[src/hw/rtl/cdd_pkg.sv]
// shared types, constants and digit helpers of the clock display diff update block
`default_nettype none

package cdd_pkg;

    localparam int TEXT_LEN        = 8;
    localparam int QUEUE_DEPTH_DEF = 8;

    localparam logic [7:0] ERASE_RESET = 8'd8;
    localparam logic [7:0] ASCII_ZERO  = 8'h30;
    localparam logic [7:0] ASCII_COLON = 8'h3A;

    // reciprocals for division by constants, exact over the value ranges used
    localparam logic [28:0] RECIP_MS_SEC   = 29'd274877907;
    localparam int          SHIFT_MS_SEC   = 38;
    localparam logic [22:0] RECIP_SEC_MIN  = 23'd4473925;
    localparam int          SHIFT_SEC_MIN  = 28;
    localparam logic [16:0] RECIP_MIN_HR   = 17'd69906;
    localparam int          SHIFT_MIN_HR   = 22;
    localparam logic [11:0] RECIP_HR_DAY   = 12'd2731;
    localparam int          SHIFT_HR_DAY   = 16;
    localparam logic [6:0]  RECIP_TEN      = 7'd103;
    localparam int          SHIFT_TEN      = 10;

    localparam logic [5:0] SIXTY      = 6'd60;
    localparam logic [4:0] TWENTYFOUR = 5'd24;
    localparam logic [3:0] TEN        = 4'd10;

    // tail lengths by first changed digit
    localparam logic [3:0] LEN_NONE = 4'd0;
    localparam logic [3:0] LEN_HT   = 4'd8;
    localparam logic [3:0] LEN_HU   = 4'd7;
    localparam logic [3:0] LEN_MT   = 4'd5;
    localparam logic [3:0] LEN_MU   = 4'd4;
    localparam logic [3:0] LEN_ST   = 4'd2;
    localparam logic [3:0] LEN_SU   = 4'd1;

    // text positions
    localparam logic [2:0] POS_HT  = 3'd0;
    localparam logic [2:0] POS_HU  = 3'd1;
    localparam logic [2:0] POS_C1  = 3'd2;
    localparam logic [2:0] POS_MT  = 3'd3;
    localparam logic [2:0] POS_MU  = 3'd4;
    localparam logic [2:0] POS_C2  = 3'd5;
    localparam logic [2:0] POS_ST  = 3'd6;
    localparam logic [2:0] POS_SU  = 3'd7;

    typedef logic [3:0] digit_t;

    // digits[5] hours tens down to digits[0] seconds units
    typedef struct packed {
        logic [3:0]       len;
        digit_t [5:0]     digits;
    } cdd_item_t;

    // two decimal digits of a value below 100, tens in the upper nibble
    function automatic logic [7:0] split_tens(input logic [6:0] v);
        logic [13:0] p;
        logic [3:0]  t;
        logic [6:0]  u;
        p = 14'(v) * 14'(RECIP_TEN);
        t = p[13:SHIFT_TEN];
        u = v - 7'(t) * 7'(TEN);
        return {t, u[3:0]};
    endfunction

endpackage

`default_nettype wire

[src/hw/rtl/clock_display_diff_update.sv]
// top level of the HH:MM:SS display diff updater
// the first character is presented once the beat has passed the digit pipe, queue and output register
// throughput: an item with a changed tail of L characters gives 2L output beats, up to 16,
//   one per cycle while m_ready is high, items play out back to back; the output beat count sets the rate
// the front takes one beat per cycle while the queue and 5-stage digit pipe have room
// reset: synchronous active low, clears control state and sets erase code to backspace
`default_nettype none

module clock_display_diff_update import cdd_pkg::*; #(
    parameter int QUEUE_DEPTH = QUEUE_DEPTH_DEF
) (
    input  wire logic        aclk,
    input  wire logic        aresetn,
    input  wire logic        s_valid,
    output logic             s_ready,
    input  wire logic [31:0] s_current_ms,
    input  wire logic [31:0] s_previous_ms,
    output logic             m_valid,
    input  wire logic        m_ready,
    output logic [7:0]       m_char_code,
    output logic             m_last_of_run,
    input  wire logic        cfg_valid,
    output logic             cfg_ready,
    input  wire logic [7:0]  cfg_data
);

    localparam int CW = $clog2(QUEUE_DEPTH + 1);

    logic          push;
    logic          pop;
    logic          empty;
    cdd_item_t     push_item;
    cdd_item_t     head_item;
    logic [CW-1:0] level;
    logic [7:0]    erase_code_reg, erase_code_next;

    assign cfg_ready = 1'b1;

    always_comb begin
        erase_code_next = erase_code_reg;
        if (cfg_valid && cfg_ready) begin
            erase_code_next = cfg_data;
        end
    end

    always_ff @(posedge aclk) begin
        if (!aresetn) begin
            erase_code_reg <= ERASE_RESET;
        end else begin
            erase_code_reg <= erase_code_next;
        end
    end

    cdd_front #(.QUEUE_DEPTH(QUEUE_DEPTH)) u_front (
        .aclk          (aclk),
        .aresetn       (aresetn),
        .s_valid       (s_valid),
        .s_ready       (s_ready),
        .s_current_ms  (s_current_ms),
        .s_previous_ms (s_previous_ms),
        .pop           (pop),
        .push          (push),
        .push_item     (push_item)
    );

    cdd_fifo #(.QUEUE_DEPTH(QUEUE_DEPTH)) u_fifo (
        .aclk      (aclk),
        .aresetn   (aresetn),
        .push      (push),
        .push_item (push_item),
        .pop       (pop),
        .head_item (head_item),
        .empty     (empty),
        .level     (level)
    );

    cdd_back u_back (
        .aclk          (aclk),
        .aresetn       (aresetn),
        .erase_code    (erase_code_reg),
        .head_item     (head_item),
        .empty         (empty),
        .pop           (pop),
        .m_valid       (m_valid),
        .m_ready       (m_ready),
        .m_char_code   (m_char_code),
        .m_last_of_run (m_last_of_run)
    );

    a_no_overflow: assert property (@(posedge aclk) disable iff (!aresetn)
        push |-> (level < CW'(QUEUE_DEPTH)))
        else $error("queue push while full");

    a_no_underflow: assert property (@(posedge aclk) disable iff (!aresetn)
        pop |-> !empty)
        else $error("queue pop while empty");

    a_nonempty_run: assert property (@(posedge aclk) disable iff (!aresetn)
        pop |-> (head_item.len != LEN_NONE))
        else $error("queued item with no changed digit");

endmodule

`default_nettype wire

[src/hw/rtl/cdd_front.sv]
// front end: accepts beats, splits both times into digits, finds the changed tail
`default_nettype none

module cdd_front import cdd_pkg::*; #(
    parameter int QUEUE_DEPTH = QUEUE_DEPTH_DEF
) (
    input  wire logic        aclk,
    input  wire logic        aresetn,
    input  wire logic        s_valid,
    output logic             s_ready,
    input  wire logic [31:0] s_current_ms,
    input  wire logic [31:0] s_previous_ms,
    input  wire logic        pop,
    output logic             push,
    output cdd_item_t        push_item
);

    localparam int CW = $clog2(QUEUE_DEPTH + 1);

    logic          accept;
    logic          drop;
    logic [CW-1:0] credit_reg, credit_next;
    logic [4:0]    valid_reg, valid_next;
    logic [31:0]   ms_in [2];
    digit_t [5:0]  dig [2];
    logic [3:0]    len;

    assign ms_in[0] = s_current_ms;
    assign ms_in[1] = s_previous_ms;

    assign s_ready = (credit_reg < CW'(QUEUE_DEPTH));
    assign accept  = s_valid && s_ready;

    for (genvar op = 0; op < 2; op++) begin : g_op
        logic [60:0] p1;
        logic [45:0] p2;
        logic [33:0] p3;
        logic [22:0] p4;
        logic [22:0] d3;
        logic [16:0] d4;
        logic [10:0] d5;
        logic [7:0]  hd, md, sd;

        logic [22:0] sec1_reg, sec1_next, sec2_reg, sec2_next;
        logic [16:0] min2_reg, min2_next, min3_reg, min3_next;
        logic [10:0] hr3_reg, hr3_next, hr4_reg, hr4_next;
        logic [5:0]  s3_reg, s3_next, s4_reg, s4_next, s5_reg, s5_next;
        logic [5:0]  m4_reg, m4_next, m5_reg, m5_next;
        logic [5:0]  hq4_reg, hq4_next;
        logic [4:0]  h5_reg, h5_next;

        always_comb begin
            p1        = 61'(ms_in[op]) * 61'(RECIP_MS_SEC);
            sec1_next = p1[60:SHIFT_MS_SEC];

            p2        = 46'(sec1_reg) * 46'(RECIP_SEC_MIN);
            min2_next = p2[44:SHIFT_SEC_MIN];
            sec2_next = sec1_reg;

            p3        = 34'(min2_reg) * 34'(RECIP_MIN_HR);
            hr3_next  = p3[32:SHIFT_MIN_HR];
            d3        = sec2_reg - 23'(min2_reg) * 23'(SIXTY);
            s3_next   = d3[5:0];
            min3_next = min2_reg;

            p4        = 23'(hr3_reg) * 23'(RECIP_HR_DAY);
            hq4_next  = p4[21:SHIFT_HR_DAY];
            d4        = min3_reg - 17'(hr3_reg) * 17'(SIXTY);
            m4_next   = d4[5:0];
            hr4_next  = hr3_reg;
            s4_next   = s3_reg;

            d5        = hr4_reg - 11'(hq4_reg) * 11'(TWENTYFOUR);
            h5_next   = d5[4:0];
            m5_next   = m4_reg;
            s5_next   = s4_reg;

            hd = split_tens(7'(h5_reg));
            md = split_tens(7'(m5_reg));
            sd = split_tens(7'(s5_reg));
        end

        assign dig[op] = {hd, md, sd};

        always_ff @(posedge aclk) begin
            sec1_reg <= sec1_next;
            sec2_reg <= sec2_next;
            min2_reg <= min2_next;
            min3_reg <= min3_next;
            hr3_reg  <= hr3_next;
            hr4_reg  <= hr4_next;
            s3_reg   <= s3_next;
            s4_reg   <= s4_next;
            s5_reg   <= s5_next;
            m4_reg   <= m4_next;
            m5_reg   <= m5_next;
            hq4_reg  <= hq4_next;
            h5_reg   <= h5_next;
        end
    end

    always_comb begin
        priority if (dig[0][5] != dig[1][5]) len = LEN_HT;
        else if (dig[0][4] != dig[1][4])     len = LEN_HU;
        else if (dig[0][3] != dig[1][3])     len = LEN_MT;
        else if (dig[0][2] != dig[1][2])     len = LEN_MU;
        else if (dig[0][1] != dig[1][1])     len = LEN_ST;
        else if (dig[0][0] != dig[1][0])     len = LEN_SU;
        else                                 len = LEN_NONE;
    end

    assign push      = valid_reg[4] && (len != LEN_NONE);
    assign drop      = valid_reg[4] && (len == LEN_NONE);
    assign push_item = {len, dig[0]};

    always_comb begin
        valid_next  = {valid_reg[3:0], accept};
        credit_next = credit_reg + CW'(accept) - CW'(drop) - CW'(pop);
    end

    always_ff @(posedge aclk) begin
        if (!aresetn) begin
            valid_reg  <= '0;
            credit_reg <= '0;
        end else begin
            valid_reg  <= valid_next;
            credit_reg <= credit_next;
        end
    end

endmodule

`default_nettype wire

[src/hw/rtl/cdd_fifo.sv]
// short queue of classified items between front and back
`default_nettype none

module cdd_fifo import cdd_pkg::*; #(
    parameter int QUEUE_DEPTH = QUEUE_DEPTH_DEF
) (
    input  wire logic                              aclk,
    input  wire logic                              aresetn,
    input  wire logic                              push,
    input  cdd_item_t                              push_item,
    input  wire logic                              pop,
    output cdd_item_t                              head_item,
    output logic                                   empty,
    output logic [$clog2(QUEUE_DEPTH + 1)-1:0]     level
);

    localparam int AW = $clog2(QUEUE_DEPTH);
    localparam int CW = $clog2(QUEUE_DEPTH + 1);

    cdd_item_t     mem_reg [QUEUE_DEPTH];
    logic [AW-1:0] wr_ptr_reg, wr_ptr_next;
    logic [AW-1:0] rd_ptr_reg, rd_ptr_next;
    logic [CW-1:0] count_reg, count_next;

    assign head_item = mem_reg[rd_ptr_reg];
    assign empty     = (count_reg == '0);
    assign level     = count_reg;

    always_comb begin
        wr_ptr_next = wr_ptr_reg;
        rd_ptr_next = rd_ptr_reg;
        if (push) begin
            wr_ptr_next = (wr_ptr_reg == AW'(QUEUE_DEPTH - 1)) ? '0 : wr_ptr_reg + AW'(1);
        end
        if (pop) begin
            rd_ptr_next = (rd_ptr_reg == AW'(QUEUE_DEPTH - 1)) ? '0 : rd_ptr_reg + AW'(1);
        end
        count_next = count_reg + CW'(push) - CW'(pop);
    end

    always_ff @(posedge aclk) begin
        if (push) begin
            mem_reg[wr_ptr_reg] <= push_item;
        end
    end

    always_ff @(posedge aclk) begin
        if (!aresetn) begin
            wr_ptr_reg <= '0;
            rd_ptr_reg <= '0;
            count_reg  <= '0;
        end else begin
            wr_ptr_reg <= wr_ptr_next;
            rd_ptr_reg <= rd_ptr_next;
            count_reg  <= count_next;
        end
    end

endmodule

`default_nettype wire

[src/hw/rtl/cdd_back.sv]
// back end: plays out erase codes and the changed text tail, one character per beat
`default_nettype none

module cdd_back import cdd_pkg::*; (
    input  wire logic       aclk,
    input  wire logic       aresetn,
    input  wire logic [7:0] erase_code,
    input  cdd_item_t       head_item,
    input  wire logic       empty,
    output logic            pop,
    output logic            m_valid,
    input  wire logic       m_ready,
    output logic [7:0]      m_char_code,
    output logic            m_last_of_run
);

    cdd_item_t  item_reg, item_next;
    logic       busy_reg, busy_next;
    logic [3:0] cnt_reg, cnt_next;
    logic       m_valid_reg, m_valid_next;
    logic [7:0] char_reg, char_next;
    logic       last_reg, last_next;

    logic       advance;
    logic       last;
    logic [3:0] pos;
    logic [7:0] ch;
    logic [4:0] end_cnt;

    assign end_cnt = {item_reg.len, 1'b0} - 5'd1;
    assign last    = ({1'b0, cnt_reg} == end_cnt);
    assign advance = busy_reg && (!m_valid_reg || m_ready);
    assign pop     = !empty && (!busy_reg || (advance && last));
    assign pos     = cnt_reg + 4'(TEXT_LEN) - {item_reg.len[2:0], 1'b0};

    always_comb begin
        if (cnt_reg < item_reg.len) begin
            ch = erase_code;
        end else begin
            unique case (pos[2:0])
                POS_HT:  ch = ASCII_ZERO + 8'(item_reg.digits[5]);
                POS_HU:  ch = ASCII_ZERO + 8'(item_reg.digits[4]);
                POS_C1:  ch = ASCII_COLON;
                POS_MT:  ch = ASCII_ZERO + 8'(item_reg.digits[3]);
                POS_MU:  ch = ASCII_ZERO + 8'(item_reg.digits[2]);
                POS_C2:  ch = ASCII_COLON;
                POS_ST:  ch = ASCII_ZERO + 8'(item_reg.digits[1]);
                POS_SU:  ch = ASCII_ZERO + 8'(item_reg.digits[0]);
                default: ch = ASCII_COLON;
            endcase
        end
    end

    always_comb begin
        item_next    = item_reg;
        busy_next    = busy_reg;
        cnt_next     = cnt_reg;
        m_valid_next = m_valid_reg;
        char_next    = char_reg;
        last_next    = last_reg;

        if (advance) begin
            m_valid_next = 1'b1;
            char_next    = ch;
            last_next    = last;
            cnt_next     = cnt_reg + 4'd1;
            if (last) begin
                busy_next = 1'b0;
            end
        end else if (m_ready) begin
            m_valid_next = 1'b0;
        end

        if (pop) begin
            item_next = head_item;
            busy_next = 1'b1;
            cnt_next  = '0;
        end
    end

    always_ff @(posedge aclk) begin
        item_reg <= item_next;
        char_reg <= char_next;
        last_reg <= last_next;
        cnt_reg  <= cnt_next;
    end

    always_ff @(posedge aclk) begin
        if (!aresetn) begin
            busy_reg    <= 1'b0;
            m_valid_reg <= 1'b0;
        end else begin
            busy_reg    <= busy_next;
            m_valid_reg <= m_valid_next;
        end
    end

    assign m_valid       = m_valid_reg;
    assign m_char_code   = char_reg;
    assign m_last_of_run = last_reg;

endmodule

`default_nettype wire
[config.mk]
export PLATFORM = sky130hd
export DESIGN_NAME = clock_display_diff_update
export DESIGN_NICKNAME = d
export VERILOG_FILES = /design/src/hw/rtl/cdd_pkg.sv /design/src/hw/rtl/clock_display_diff_update.sv /design/src/hw/rtl/cdd_front.sv /design/src/hw/rtl/cdd_fifo.sv /design/src/hw/rtl/cdd_back.sv
export SDC_FILE = /design/constraint.sdc
export NUM_CORES = 2
export LEC_CHECK = 0
export BUFFER_PORTS_ARGS = -buffer_cell sky130_fd_sc_hd__buf_2
export CAP_MARGIN = 40
export CORE_MARGIN = 2
export CORE_UTILIZATION = 48
export CTS_CLUSTER_DIAMETER = 60
export DETAILED_ROUTE_END_ITERATION = 6
export PLACE_DENSITY_LB_ADDON = 0.25
export RECOVER_POWER = 50
export SKIP_CTS_REPAIR_TIMING = 1
export SYNTH_ARGS = -nofsm -noshare
export SYNTH_HDL_FRONTEND = slang
export SYNTH_SLANG_ARGS = --single-unit
[constraint.sdc]
create_clock -name aclk -period 7.4 [get_ports aclk]
set_input_delay 1.48 -clock aclk [delete_from_list [all_inputs] [get_ports aclk]]
set_output_delay 1.48 -clock aclk [all_outputs]
set_load 0.005 [all_outputs]
# Yosys cells after proc, flatten, opt, wreduce, memory -nomap -nowiden
# Memories as Yosys holds them, arrays and structs flattened. A register that Yosys moved wholly into a read port is not among the register bits.
# Cells that the tools add are included.
# classes
eq_ne	16
magnitude_cmp	2
add_sub_neg	29
n_reduce_logical	20
n_mul	26
n_mux	17
# ops
op	n
multiplier 32 x 29 -> 61 bit (second input constant)	2
multiplier 23 x 23 -> 45 bit (second input constant)	2
multiplier 17 x 16 -> 32 bit (second input constant)	2
one-hot mux 8 bit (7 select lines)	1
multiplier 6 x 7 -> 13 bit (second input constant)	4
multiplier 11 x 12 -> 22 bit (second input constant)	2
adder 6 x 4 -> 7 bit (first input constant)	6
multiplier 17 x 4 -> 4 bit (second input constant)	2
multiplier 5 x 7 -> 12 bit (second input constant)	2
subtractor 4 bit	6
subtractor 6 bit	4
multiplier 11 x 4 -> 4 bit (second input constant)	2
two-way mux 4 bit	5
== test 3 bit (second input constant)	6
multiplier 3 x 3 -> 3 bit (second input constant)	4
multiplier 6 x 2 -> 2 bit (second input constant)	2
!= test 4 bit	3
subtractor 4 x 1 -> 4 bit	3
subtractor 5 bit	2
adder 3 x 1 -> 3 bit (second input constant)	3
adder 4 x 1 -> 4 bit	2
zero test 4 bit	2
two-way mux 1 bit	8
two-way mux 8 bit	1
20 further kinds	34
# word_totals
mem_count	1
elab_cells	151
input_bits	77
regBits	272
ramBits	192
out_inout_bits	12
# mem_list
memory	words	width	read_ports	rd_ports_with_merged_regs	write_ports	line	text
u_fifo.mem_reg	8	24	1	1	1	cdd_fifo.sv:20	cdd_item_t mem_reg [QUEUE_DEPTH];

# Logic depth before layout (Yosys ltp)
# logic_depth
ltp_word	14
depth_mapped	31
depth_no_buf	31

# By module
# A second synthesis with hierarchy kept.
# unflattened
cells_unflattened	5852
hier_area_um2	66072.1
# modules_own_cells
mod	area_each_um2	n_inst	seq_area_each_um2	cells_per_inst
cdd_front	54791.3	1	4384.2	5290
cdd_fifo	9059.9	1	6986.7	394
cdd_back	1910.6	1	1231.2	141
clock_display_diff_update	310.3	1	160.2	27

# Worst setup path before layout
# No wires, ideal clock.
# synth_path
path_type	input port to flip-flop
startpoint	input port s_current_ms[19]
endpoint	register u_front.g_op[0].sec1_reg[22]
path_slack_ns	-0.340
path_stages	21
setup_ns	0.114
t_arrival_ns	7.626
path_buffers	0
path_cell_list	ha_1 fa_1 fa_1 fa_1 fa_1 inv_1 fa_1 inv_1 fa_1 fa_1 ha_1 a21o_1 a21o_1 a21oi_1 nand2_1 a2111oi_1 o31ai_1 a41oi_1 o21bai_1 a221o_1 a21o_1
# synth_between
elab_chain_cells	1
# synth_rtl
element	line	text
start, declared	clock_display_diff_update.sv:16	input wire logic [31:0] s_current_ms,
multiplier 32 x 29 -> 61 bit	cdd_front.sv:53	p1 = 61'(ms_in[op]) * 61'(RECIP_MS_SEC);
named net u_front.g_op[0].p1[60]	cdd_front.sv:35	logic [60:0] p1;
end signal, assigned	cdd_front.sv:86	sec1_reg <= sec1_next;
end, declared	cdd_front.sv:44	logic [22:0] sec1_reg, sec1_next, sec2_reg, sec2_next;
# The timed path passes the listed nets, and every way through them passes these cells.
# A chain may end at the register's enable or synchronous reset.

# Worst setup path in the final report
# Ends and elaborated chain as after synthesis.

==> impl_metrics.ini <==
[run_status]
outcome = complete, but fails checks
violations = capacitance limit, slew limit

[setup_path]
arrival_ps = 7770
endpoint_kind = flip-flop
crit_type = primary input to flip-flop
reg2reg_slack_ps = 440
cp_common_cell = fa_1
crit_start = s_current_ms[19]
cp_max_fo = 6
cp-start-kind = primary input
crit_required_ps = 7880
r2r-end = u_front.credit_reg[3]
reg2reg_depth = 29
cp-endpoint = u_front.g_op[0].sec1_reg[22]
cpPeakStageDelay_ps = 550
reg2reg_from = u_front.g_op[1].h5_reg[3]
slowest_stage = fa_1
worstPathCellList = clkbuf_4 -> buf_8 -> ha_1 -> fa_2 -> ha_1 -> fa_1 -> fa_1 -> inv_1 -> fa_1 -> inv_1 -> fa_1 -> fa_1 -> ha_4 -> a21o_1 -> a21o_1 -> a21oi_2 -> nand2_2 -> a2111oi_4 -> o31ai_4 -> a41oi_4 -> o21bai_1 -> a221o_1 -> a21o_1

[logic_synthesis]
yosys_warnings = 0
synth_edf_count = 225
synth.distinct_cells = 81
ys_seq_area_share_pct = 18.13
async_flop_share_pct = 0
syn-num-nets = 8244
ys_ff_latch = 468
syn_inst = 5672
synth_ff_type = dfxtp_1
syn_avg_cell_area_um2 = 11.30
synth_area_mm2 = 0.06408

[detailed_routing]
wirelength_mm = 135.1
drt-initial-drc-count = 1590
drt-vias-per-instance = 5.038
firstDrtPassIters = 7
wire_per_inst_um = 16.97
vias = 40100
route.detailed.drc = 0
drt.antenna.violating_nets = 0

[floorplan]
io_pins = 89
coreArea_mm2 = 0.1330
die_w_um = 369.4
die-area_mm2 = 0.1364
initial_core_util_pct = 48.20
rows = 134
die_h_um = 369.4

[timing]
holdWs_ps = 322.6
fmax_ghz = 0.1371
period_needed_ps = 7293
postLayoutSetupSlackWorst_ps = 106.7
period_share_pct = 98.56
setup_violations = 0
hold_viol = 0
rsz0062_at_grt = true
worstMarginPinSlew_ps = 2125
maxSlewViolCount = 84
fin_worst_skew_ps = 49.65
slew_headroom_pct = -41.64

[grt]
globalRouteOverflowTotal = 0
grt_pass1_vias = 43650
grt_pass1_wl_mm = 223.9
grt_max_degree = 51
grt_usage_pct = 20.55
antenna_found_initial = 2

[place]
pre_cts_ws_ps = -690.1
globalplace.congestion = 0.9043
hpwl_mm = 117.2
port_buffers = 87

[finish]
largest_register_ff_count = 192
fill_cells = 11520
nNetsFinal = 8722
fin_util_pct = 54.27
drive_gt1_share_pct = 12.03
syn_to_final_growth_pct = 12.59
diodes = 0

[clocking]
cts_tree = built
clkSinkCount = 468
htree_levels = 2
clockRootBuffer = clkbuf_16
cts_buffers = 53
clockBufferDepth = 3
clk_latency_ps = 620
clkTransAtPathRegs_ps = 60

[hold_path]
min_path_type = flip-flop to flip-flop

[flow_run]
max-cap-violations = 3
[cells in the mapped netlist, types with 15 or more instances]
library cell	n	share of area, %
a211oi_1	19	0.22
a21o_1	94	1.1
a21oi_1	147	1.1
a31oi_1	16	0.16
and2_1	21	0.21
and3_1	17	0.17
clkbuf_1	19	0.11
dfxtp_1	243	7.6
edfxtp_1	225	11
fa_1	889	28
ha_1	1606	31
inv_1	1453	8.5
mux2_2	24	0.42
mux2i_1	19	0.30
mux4_2	48	1.7
nand2_1	87	0.51
nand2b_1	22	0.21
nand3_1	34	0.27
nand4_1	30	0.29
nor2_1	101	0.59
nor2b_1	39	0.38
nor3_1	28	0.22
o21a_1	31	0.36
o21ai_0	90	0.70
o31ai_1	15	0.18
xnor2_1	132	1.8
xor2_1	61	0.83
[metrics by stage]
stage          cell area (um^2)  TNS (ps)  std cells
4_1_cts                   71300    -654.7       7955
5_1_grt                   72150    -230.9       7960
2_1_floorplan             64130         0       5672
3_5_place_dp              69460    -19540       7858
6_report                  72150         0       7960
3_3_place_gp              69410    -18240       7855
[metal layers]
layer	track usage [%]	up-vias	wire length, um
met5	0	-	21
met4	4.403	4	2982
met3	2.528	187	4559
met2	35.77	520	67160
met1	27.40	19830	60380
li1	-	19560	-
[critical path: cells and delay by family]
kind / cells / cell delay (ps)
buffers and inverters: 4 / 430
AND/OR/NAND/NOR: 1 / 90
AO/OA/AOI/OAI: 9 / 1950
adder cells (fa/ha/maj): 9 / 3800
[how the worst min path moves through the flow]
| stage | slack [ps] | cells past startpoint | end | startpoint |
|---|---|---|---|---|
| 3_3_place_gp | 310 | 0 | u_front.g_op[1].s5_reg[1] | u_front.g_op[1].s4_reg[1] |
| 2_1_floorplan | 310 | 0 | u_front.g_op[0].h5_reg[0] | u_front.g_op[0].hr4_reg[0] |
| 6_report | 320 | 0 | u_front.g_op[1].s3_reg[0] | u_front.g_op[1].sec2_reg[0] |
| 5_1_grt | 330 | 0 | u_front.g_op[1].h5_reg[1] | u_front.g_op[1].hr4_reg[1] |
| 3_5_place_dp | 310 | 0 | u_front.g_op[1].m4_reg[1] | u_front.g_op[1].min3_reg[1] |
| 4_1_cts | 320 | 0 | u_front.g_op[1].s3_reg[0] | u_front.g_op[1].sec2_reg[0] |
[cells in the final DEF, fill, tap and decap left out, types with 25 or more instances in the layout]
master     instances
a21o_1            94
a21oi_1          139
buf_2             64
buf_4            349
clkbuf_1          25
clkbuf_16         55
dfxtp_1          240
edfxtp_1         225
fa_1             856
fa_2              33
ha_1            1557
ha_4              44
inv_1           1452
mux4_2            48
nand2_1           85
nand3_1           32
nand4_1           30
nor2_1            92
nor2b_1           39
o21a_1            31
o21ai_0           82
xnor2_1          131
xor2_1            61
[area by class of cell]
class	count	area (um^2)	share of cell area, %
sequential	468	11620	16.11
tap	1768	2212	3.066
inverter	1453	5454	7.559
timing repair buffer	449	3214	4.455
multi-input combinational	3725	47800	66.25
clock inverter	25	330.3	0.4578
clock buffer	72	1515	2.100
[cell families after synthesis]
| logic type | share of synthesized area (%) |
|---|---|
| adder cells (fa/ha/maj) | 59.13 |
| XOR/XNOR | 3.058 |
| flip-flops | 18.13 |
| AND/OR/NAND/NOR | 3.288 |
| buffers and inverters | 8.669 |
| other | 0.005852 |
| multiplexers | 2.405 |
| AO/OA/AOI/OAI | 5.313 |
Power is left out: the tool's default activity adds up to more than one toggle a clock period on the data nets, which glitch-free logic cannot reach.
